[config.mk]
export PLATFORM = sky130hd
export DESIGN_NAME = stack_set_rollover
export DESIGN_NICKNAME = d
export VERILOG_FILES = /design/src/ssr_pkg.sv /design/src/stack_set_rollover.sv
export SDC_FILE = /design/constraint.sdc
export NUM_CORES = 2
export LEC_CHECK = 0
export BUFFER_PORTS_ARGS = -buffer_cell sky130_fd_sc_hd__buf_4
export CAP_MARGIN = 15
export CORE_MARGIN = 1.5
export CORE_UTILIZATION = 25
export CTS_CLUSTER_DIAMETER = 40
export DETAILED_ROUTE_END_ITERATION = 7
export GPL_TIMING_DRIVEN = 0
export PLACE_DENSITY = 0.48
export SLEW_MARGIN = 25
export SYNTH_ARGS = -nofsm -noshare
export SYNTH_HDL_FRONTEND = slang
export SYNTH_SLANG_ARGS = --single-unit
[constraint.sdc]
create_clock -name clk -period 5.2 [get_ports clk]
set_clock_uncertainty 0.05 [all_clocks]
set_input_delay 0.78 -clock clk [delete_from_list [all_inputs] [get_ports clk]]
set_output_delay 0.78 -clock clk [all_outputs]
set_load 0.02 [all_outputs]
[src/ssr_pkg.sv]
package ssr_pkg;

    // Bank geometry
    localparam int NUM_STACKS  = 8;
    localparam int STACK_DEPTH = 16;

    // Fixed field widths
    localparam int FUNC_W   = 2;
    localparam int SEL_W    = 3;
    localparam int WORD_W   = 32;

    // Derived widths
    localparam int IDX_W    = (NUM_STACKS > 1) ? $clog2(NUM_STACKS) : 1;
    localparam int FILL_W   = $clog2(STACK_DEPTH + 1);
    localparam int ADDR_W   = $clog2(NUM_STACKS * STACK_DEPTH);

    // Answer for a read that finds nothing
    localparam logic signed [WORD_W-1:0] EMPTY_WORD = -32'sd404;

    typedef enum logic [FUNC_W-1:0] {
        FUNC_PUSH  = 2'd0,
        FUNC_POP   = 2'd1,
        FUNC_TOP   = 2'd2,
        FUNC_QUERY = 2'd3
    } func_t;

endpackage

[src/stack_set_rollover.sv]
// stack_set_rollover: a bank of NUM_STACKS stacks, STACK_DEPTH words each,
// held in one single-port-write, registered-read word memory, with a fill
// counter per stack and a current-stack pointer. Each input beat is one
// operation (push, pop, top, empty query) and gives exactly one output beat.
// Push writes onto the current stack and rolls over to the next stack when
// the current one is full; if that stack is full too, or there is no next
// stack, the push is refused and full_flag is set. Pop walks down from the
// selected stack to the nearest non-empty one and removes its top word; the
// empty query walks down from the current stack; top peeks at the selected
// stack only. A read that finds nothing answers -404 with empty_flag set.
// Timing: the block takes one beat at a time (in_ready is low while an
// operation runs). A small sequencer steps one fill counter per cycle
// through the walk: an operation is accepted in ST_IDLE, checked in
// ST_CHECK, read from memory in ST_READ and ST_CAPTURE on pop and top,
// and loaded into the output register in ST_OUT when it is free. The
// output register decouples the two sides, so a new beat is taken while
// a finished result still waits for out_ready. No clearing pass is
// needed after reset: only words below a stack's fill count are ever read.
module stack_set_rollover
(
    input  logic                                 clk,
    input  logic                                 rst_n,
    input  logic                                 in_valid,
    output logic                                 in_ready,
    input  logic [ssr_pkg::FUNC_W-1:0]           func,
    input  logic signed [ssr_pkg::WORD_W-1:0]    push_value,
    input  logic [ssr_pkg::SEL_W-1:0]            stack_select,
    output logic                                 out_valid,
    input  logic                                 out_ready,
    output logic signed [ssr_pkg::WORD_W-1:0]    read_value,
    output logic                                 empty_flag,
    output logic                                 full_flag
);
    import ssr_pkg::*;

    typedef enum logic [2:0] {
        ST_IDLE,
        ST_CHECK,
        ST_READ,
        ST_CAPTURE,
        ST_OUT
    } state_t;

    state_t                    state_reg;
    func_t                     func_reg;
    logic signed [WORD_W-1:0]  value_reg;
    logic [IDX_W-1:0]          idx_reg;
    logic [IDX_W-1:0]          active_reg;
    logic                      rolled_reg;
    logic [FILL_W-1:0]         fill_reg [NUM_STACKS];

    // Result staged before the output register
    logic signed [WORD_W-1:0]  res_value_reg;
    logic                      res_empty_reg;
    logic                      res_full_reg;

    // Output register
    logic                      out_valid_reg;
    logic signed [WORD_W-1:0]  out_value_reg;
    logic                      out_empty_reg;
    logic                      out_full_reg;

    // Word memory
    logic signed [WORD_W-1:0]  mem [NUM_STACKS * STACK_DEPTH];
    logic [ADDR_W-1:0]         rd_addr_reg;
    logic signed [WORD_W-1:0]  rd_data_reg;

    logic [FILL_W-1:0]         fill_cur;
    logic                      cur_full;
    logic                      cur_empty;
    logic                      can_roll;
    logic [ADDR_W-1:0]         base_addr;
    logic [ADDR_W-1:0]         top_addr;
    logic [ADDR_W-1:0]         wr_addr;
    logic                      mem_we;
    logic                      out_free;
    logic [IDX_W-1:0]          sel_clamped;

    // Single read port on the fill counters, addressed by the walk pointer
    assign fill_cur  = fill_reg[idx_reg];
    assign cur_full  = (fill_cur == FILL_W'(STACK_DEPTH));
    assign cur_empty = (fill_cur == '0);
    assign can_roll  = !rolled_reg && ((int'(idx_reg) + 1) < NUM_STACKS);
    assign base_addr = ADDR_W'(idx_reg) * ADDR_W'(STACK_DEPTH);
    assign wr_addr   = base_addr + ADDR_W'(fill_cur);
    assign top_addr  = wr_addr - ADDR_W'(1);
    assign mem_we    = (state_reg == ST_CHECK) && (func_reg == FUNC_PUSH) && !cur_full;
    assign out_free  = !out_valid_reg || out_ready;

    // Clamp a stack index beyond the last stack
    always_comb
    begin
        if (int'(stack_select) >= NUM_STACKS)
        begin
            sel_clamped = IDX_W'(NUM_STACKS - 1);
        end
        else
        begin
            sel_clamped = IDX_W'(stack_select);
        end
    end

    assign in_ready   = (state_reg == ST_IDLE);
    assign out_valid  = out_valid_reg;
    assign read_value = out_value_reg;
    assign empty_flag = out_empty_reg;
    assign full_flag  = out_full_reg;

    always_ff @(posedge clk)
    begin
        if (mem_we)
        begin
            mem[wr_addr] <= value_reg;
        end
        rd_data_reg <= mem[rd_addr_reg];
    end

    always_ff @(posedge clk or negedge rst_n)
    begin
        if (!rst_n)
        begin
            state_reg     <= ST_IDLE;
            func_reg      <= FUNC_PUSH;
            value_reg     <= '0;
            idx_reg       <= '0;
            active_reg    <= '0;
            rolled_reg    <= 1'b0;
            res_value_reg <= '0;
            res_empty_reg <= 1'b0;
            res_full_reg  <= 1'b0;
            out_valid_reg <= 1'b0;
            out_value_reg <= '0;
            out_empty_reg <= 1'b0;
            out_full_reg  <= 1'b0;
            rd_addr_reg   <= '0;
            for (int i = 0; i < NUM_STACKS; i++)
            begin
                fill_reg[i] <= '0;
            end
        end
        else
        begin
            // Drop the output beat once taken; in ST_OUT the reload below owns it
            if (out_valid_reg && out_ready && (state_reg != ST_OUT))
            begin
                out_valid_reg <= 1'b0;
            end

            case (state_reg)
                ST_IDLE:
                begin
                    if (in_valid)
                    begin
                        func_reg      <= func_t'(func);
                        value_reg     <= push_value;
                        rolled_reg    <= 1'b0;
                        res_value_reg <= '0;
                        res_empty_reg <= 1'b0;
                        res_full_reg  <= 1'b0;
                        if (func_t'(func) inside {FUNC_PUSH, FUNC_QUERY})
                        begin
                            idx_reg <= active_reg;
                        end
                        else
                        begin
                            idx_reg <= sel_clamped;
                        end
                        state_reg <= ST_CHECK;
                    end
                end

                ST_CHECK:
                begin
                    case (func_reg)
                        FUNC_PUSH:
                        begin
                            if (!cur_full)
                            begin
                                fill_reg[idx_reg] <= fill_cur + FILL_W'(1);
                                state_reg         <= ST_OUT;
                            end
                            else if (can_roll)
                            begin
                                // Advance to the next stack and check again
                                idx_reg    <= idx_reg + IDX_W'(1);
                                active_reg <= idx_reg + IDX_W'(1);
                                rolled_reg <= 1'b1;
                            end
                            else
                            begin
                                res_full_reg <= 1'b1;
                                state_reg    <= ST_OUT;
                            end
                        end
                        FUNC_POP:
                        begin
                            if (!cur_empty)
                            begin
                                fill_reg[idx_reg] <= fill_cur - FILL_W'(1);
                                rd_addr_reg       <= top_addr;
                                state_reg         <= ST_READ;
                            end
                            else if (idx_reg == '0)
                            begin
                                res_value_reg <= EMPTY_WORD;
                                res_empty_reg <= 1'b1;
                                state_reg     <= ST_OUT;
                            end
                            else
                            begin
                                idx_reg <= idx_reg - IDX_W'(1);
                            end
                        end
                        FUNC_TOP:
                        begin
                            if (!cur_empty)
                            begin
                                rd_addr_reg <= top_addr;
                                state_reg   <= ST_READ;
                            end
                            else
                            begin
                                res_value_reg <= EMPTY_WORD;
                                res_empty_reg <= 1'b1;
                                state_reg     <= ST_OUT;
                            end
                        end
                        FUNC_QUERY:
                        begin
                            if (!cur_empty)
                            begin
                                state_reg <= ST_OUT;
                            end
                            else if (idx_reg == '0)
                            begin
                                res_value_reg <= EMPTY_WORD;
                                res_empty_reg <= 1'b1;
                                state_reg     <= ST_OUT;
                            end
                            else
                            begin
                                idx_reg <= idx_reg - IDX_W'(1);
                            end
                        end
                        default:
                        begin
                            state_reg <= ST_OUT;
                        end
                    endcase
                end

                ST_READ:
                begin
                    // Memory read data lands in rd_data_reg at this edge
                    state_reg <= ST_CAPTURE;
                end

                ST_CAPTURE:
                begin
                    res_value_reg <= rd_data_reg;
                    state_reg     <= ST_OUT;
                end

                ST_OUT:
                begin
                    // Hold the result until the output register is free
                    if (out_free)
                    begin
                        out_valid_reg <= 1'b1;
                        out_value_reg <= res_value_reg;
                        out_empty_reg <= res_empty_reg;
                        out_full_reg  <= res_full_reg;
                        state_reg     <= ST_IDLE;
                    end
                end

                default:
                begin
                    state_reg <= ST_IDLE;
                end
            endcase
        end
    end

endmodule

# Word level (Yosys, flattened, before mapping)
# Memories as Yosys holds them, arrays and structs flattened. A register that Yosys moved wholly into a read port is not among the register bits.
# Cells that the tools add are included.
# W data, S select, Z words.
# op_classes
add_sub_neg	7
magnitude_cmp	3
n_eq_ne	27
mux	53
bitwise	2
n_reduce_logical	32
# op_table
cell	count
$mux W32	4
$pmux W32 S3	1
$bwmux W40	2
$mux W40	2
$pmux W40 S2	1
$pmux W32 S2	1
$mux W3	14
$ne A3 B3 Y1 const B	6
$bmux W5 S3	1
$demux W5 S3	1
$mux W1	15
$mux W5	3
$pmux W3 S5	1
$ne A2 B2 Y1 const B	7
$pmux W3 S2	2
$pmux W3 S4	1
$reduce_and A6 Y1	2
$reduce_and A5 Y1	2
$ne A3 B2 Y1 const B	3
$pmux W1 S2	4
$reduce_and A4 Y1	2
$add A7 B5 Y7	1
$reduce_and A7 Y1	1
$sub A7 B1 Y7 const B	1
other kinds (29)	46
# totals
ff_bits	160
mem_bits_rw	4096
out_inout_bits	36
elab_cells	147
memories	1
# mem_list
name	words	width	read_ports	rd_ports_with_merged_regs	wr	line_no	rtl
mem	128	32	1	1	1	stack_set_rollover.sv:64	logic signed [WORD_W-1:0] mem [NUM_STACKS * STACK_DEPTH];

# Longest topological paths before layout
# logic_depth
depth_word	9
depth_mapped	17

# Worst setup path after synthesis
# Ideal clock, no wire load.
# synth_path
path_type	flip-flop to flip-flop
from	register idx_reg[0]
to	memory mem[11][0], enable pin
setup_time_ps	461
t_arrival_ps	4658
required_time_ps	4689
slack_ps	31
path_stages_with_launch	13
period_less_slack_ps	5169
path_cell_list	dfrtp_1 > buf_6 > nand2b_1 > mux4_2 > and2_1 > buf_2 > inv_2 > ha_1 > ha_1 > clkbuf_1 > nor2_1 > nand2_1 > nor3_1
# synth_via
elab_chain_cells	9
# synth_lines
item	line_no	rtl
start: declaration	stack_set_rollover.sv:47	logic [IDX_W-1:0] idx_reg;
start signal: assignment	stack_set_rollover.sv:162	idx_reg <= active_reg;
start signal: assignment	stack_set_rollover.sv:166	idx_reg <= sel_clamped;
start signal: assignment	stack_set_rollover.sv:185	idx_reg <= idx_reg + IDX_W'(1);
branches (longest 9 deep; another with $add A7 B5 Y7)	n/a	
end: declaration	stack_set_rollover.sv:64	
# Several ways; the timed one is not identified. The select of a mux whose other input is x is not followed.

==> results.json <==
{
  "ir_worst_vdd_v": 0.000388,
  "dpl_cell_area_um2": 184000,
  "r2r_cells": 9,
  "syn-num-nets": 7010,
  "slowest_delay_ns": 0.77,
  "dieArea_um2": 659000,
  "cts_root_buf": "clkbuf_16",
  "powerDensity_nw_per_um2": 591,
  "grt_max_degree": 86,
  "dp_slack_ns": -0.886,
  "critical_path.max_fanout": 10,
  "finalHoldViolCount": 0,
  "fill_cells": 61400,
  "grt_pass1_wl_mm": 676,
  "tightest_slew_ns": 1.27,
  "syn_inst": 6958,
  "critical_path.cell_chain": "buf_2, buf_2, clkbuf_2, buf_2, mux4_2, mux2i_1, o22ai_1, nor4_2, o211ai_1",
  "hpwl_mm": 342,
  "hold_ws_ns": 0.140,
  "die_w_um": 812,
  "fmax_mhz": 187,
  "fin_crit_ns": 5.35,
  "first_global_vias": 82300,
  "period_share_pct": 103,
  "min_path_type": "input port to async pin",
  "synth-seq-area-share_pct": 78.0,
  "yosys_warnings": 0,
  "grt_remaining_overflow": 0,
  "leakagePower_nw": 63.4,
  "ant_nets": 0,
  "area_growth_syn_to_layout_pct": 25.1,
  "netlist_area_um2": 164000,
  "avgSynthCellArea_um2": 23.5,
  "path_clk_slew_ns": 0.06,
  "critPathTopFamily": "buffers and inverters",
  "routedWlPerCell_um": 28.7,
  "r2r-end": "rd_data_reg[9]",
  "num_rows": 296,
  "antenna_found_initial": 45,
  "setup_slack_ns": -0.151,
  "ys_types": 64,
  "swShare_pct": 32.7,
  "largest_reg_flops": 4096,
  "yosys_most_used_dff": "edfxtp_1",
  "synth-edff-count": 4096,
  "drtIter0Drc": 8047,
  "wl_mm": 492,
  "drcViolationCount": 0,
  "worst-path-buf-inv": 4,
  "yosysTopAreaCell": "edfxtp_1",
  "seq_power_share_pct": 38.3,
  "power_frac_comb_pct": 28.3,
  "cpMaxStageDelayCell": "nor4_2",
  "maxCapViolCount": 0,
  "async_flop_share_pct": 3.73,
  "cts_tree": "done",
  "setup_tns_ns": -0.151,
  "io_buffers": 76,
  "final_layout_size_suffix_gt1_share_pct": 35.5,
  "numCtsBuffers": 581,
  "r2r_start": "rd_addr_reg[0]",
  "clock_power_share_pct": 33.4,
  "clk_latency_ns": 1.05,
  "grtUsageTotal_pct": 14.6,
  "finalMaxSlewViolations": 0,
  "cp_data_arrival_time_ns": 6.05,
  "cp-end-kind": "flip-flop",
  "die_y_um": 812,
  "core_um2": 651000,
  "required_ns": 5.90,
  "final_util_pct": 31.5,
  "failed_checks": "setup timing",
  "initial_utilization_pct": 25.1,
  "synth.area.top_cells": "edfxtp_1 75%, mux4_2 15%, dfrtp_1 2.4%",
  "crit_type": "flip-flop to flip-flop",
  "viasPerCell": 4.62,
  "netSwitchingPower_w": 0.0396,
  "clock_sinks": 4288,
  "synth_top_area_share_pct": 75.2,
  "ioPinCount": 77,
  "final_area_um2": 205000,
  "crit_path_start_kind": "flip-flop",
  "r2r_setup_slack_ns": -0.15,
  "place.gp.congestion": 1.01,
  "slew_headroom_pct": 15.0,
  "status": "finished with violations",
  "max_flop_register": "mem",
  "num_vias": 79300,
  "finalSetupViolations": 1,
  "ys_ff_latch": 4288,
  "num-nets-final": 8075,
  "power.internal_w": 0.0813,
  "cts_buffer_depth": 4,
  "htree_levels": 6,
  "firstDrtPassIters": 6,
  "cpMostUsedCell": "buf_2"
}
cell families after synthesis:
kind of cell	Yosys count	synth area share (%)
DFF	4288	78.0
adders and majority gates	11	0.0841
and+or+nand+nor	345	1.01
buffers and inverters	390	0.967
xor gates and xnor gates	13	0.0696
muxes	1603	18.5
AOI/OAI and AO/OA	308	1.34
worst reg2reg max path, cell delays in order (launching register included):
cell and delay, ns:
dfrtp_1 0.31, buf_2 0.42, buf_2 0.56, clkbuf_2 0.61
buf_2 0.46, mux4_2 0.58, mux2i_1 0.36, o22ai_1 0.39
nor4_2 0.78, o211ai_1 0.54
area by class of cell:
class                      count  area, um^2  area share (%)
multi-input combinational   2280       35600            17.4
tap                         8642       10800            5.28
buffer                       379        1750           0.856
inverter                      10        37.5          0.0183
clock inverter               385        4370            2.13
timing repair buffer         483        8830            4.31
clock buffer                 678       15500            7.55
antenna                        8        20.0         0.00978
sequential                  4288      128000            62.4
worst max path at each step:
| stage | slack, ns | end | start | cells after the start |
|---|---|---|---|---|
| floorplan | 0.03 | mem[11][0] | idx_reg[0] | 12 |
| global placement | -4.00 | mem[3][13] | idx_reg[0] | 14 |
| detailed placement | -0.89 | mem[88][13] | idx_reg[1] | 13 |
| CTS | 0.002 | rd_data_reg[31] | rd_addr_reg[0] | 9 |
| global route | -0.002 | mem[22][18] | idx_reg[0] | 14 |
| finish | -0.15 | rd_data_reg[9] | rd_addr_reg[0] | 9 |
per-stage QoR:
stage	std cells	power, W
finish	17200	0.121
global route	17100	0.125
CTS	17100	0.122
detailed placement	16000	0.0816
global placement	15700	0.0799
floorplan	6958	0.0640
cell usage after synthesis (all sizes together), types with 32 or more instances:
| cell | number |
|---|---|
| edfxtp | 4096 |
| mux4 | 1123 |
| mux2i | 367 |
| clkbuf | 226 |
| dfrtp | 160 |
| buf | 154 |
| nor2 | 154 |
| o22ai | 133 |
| mux2 | 113 |
| nand2 | 70 |
| o211ai | 64 |
| nor4 | 34 |
| a22oi | 33 |
| dfxtp | 32 |
per-layer routing:
metal	vias to the layer above	track usage, %	part of all wire (%)
li1	32200	-	-
met1	43400	18.7	40
met2	2851	24.6	49
met3	788	2.35	6.0
met4	4	5.81	4.6
met5	-	0	0.0043
power by group through the flow:
stage               combinational [W]  sequential (W)  clock (W)
finish                         0.0342          0.0463     0.0404
global route                   0.0359          0.0464     0.0424
CTS                            0.0348          0.0463     0.0410
detailed placement             0.0346          0.0470          0
global placement               0.0267          0.0532          0
floorplan                      0.0160          0.0480          0
repair_timing:
item | CTS | global route
buffers inserted | 20 | 47
hold buffers | 35 | 0
endpoints found under the setup margin | 1369 | 614
resized for setup | 34 | 14
hold endpoints to repair | 109 | 0
pin swaps | 15 | 16
cell usage in the layout, fill, tap and decap left out, drive strengths merged, types with 54 or more instances in the layout:
master       n
buf        580
inv        104
clkinvlp    54
mux2i      367
o211ai      64
bufinv      67
nor2       154
mux2       113
edfxtp    4096
o22ai      133
dfrtp      160
clkbuf     917
mux4      1123
nand2       70
clkinv     170
(Power assumes the default switching activity.)
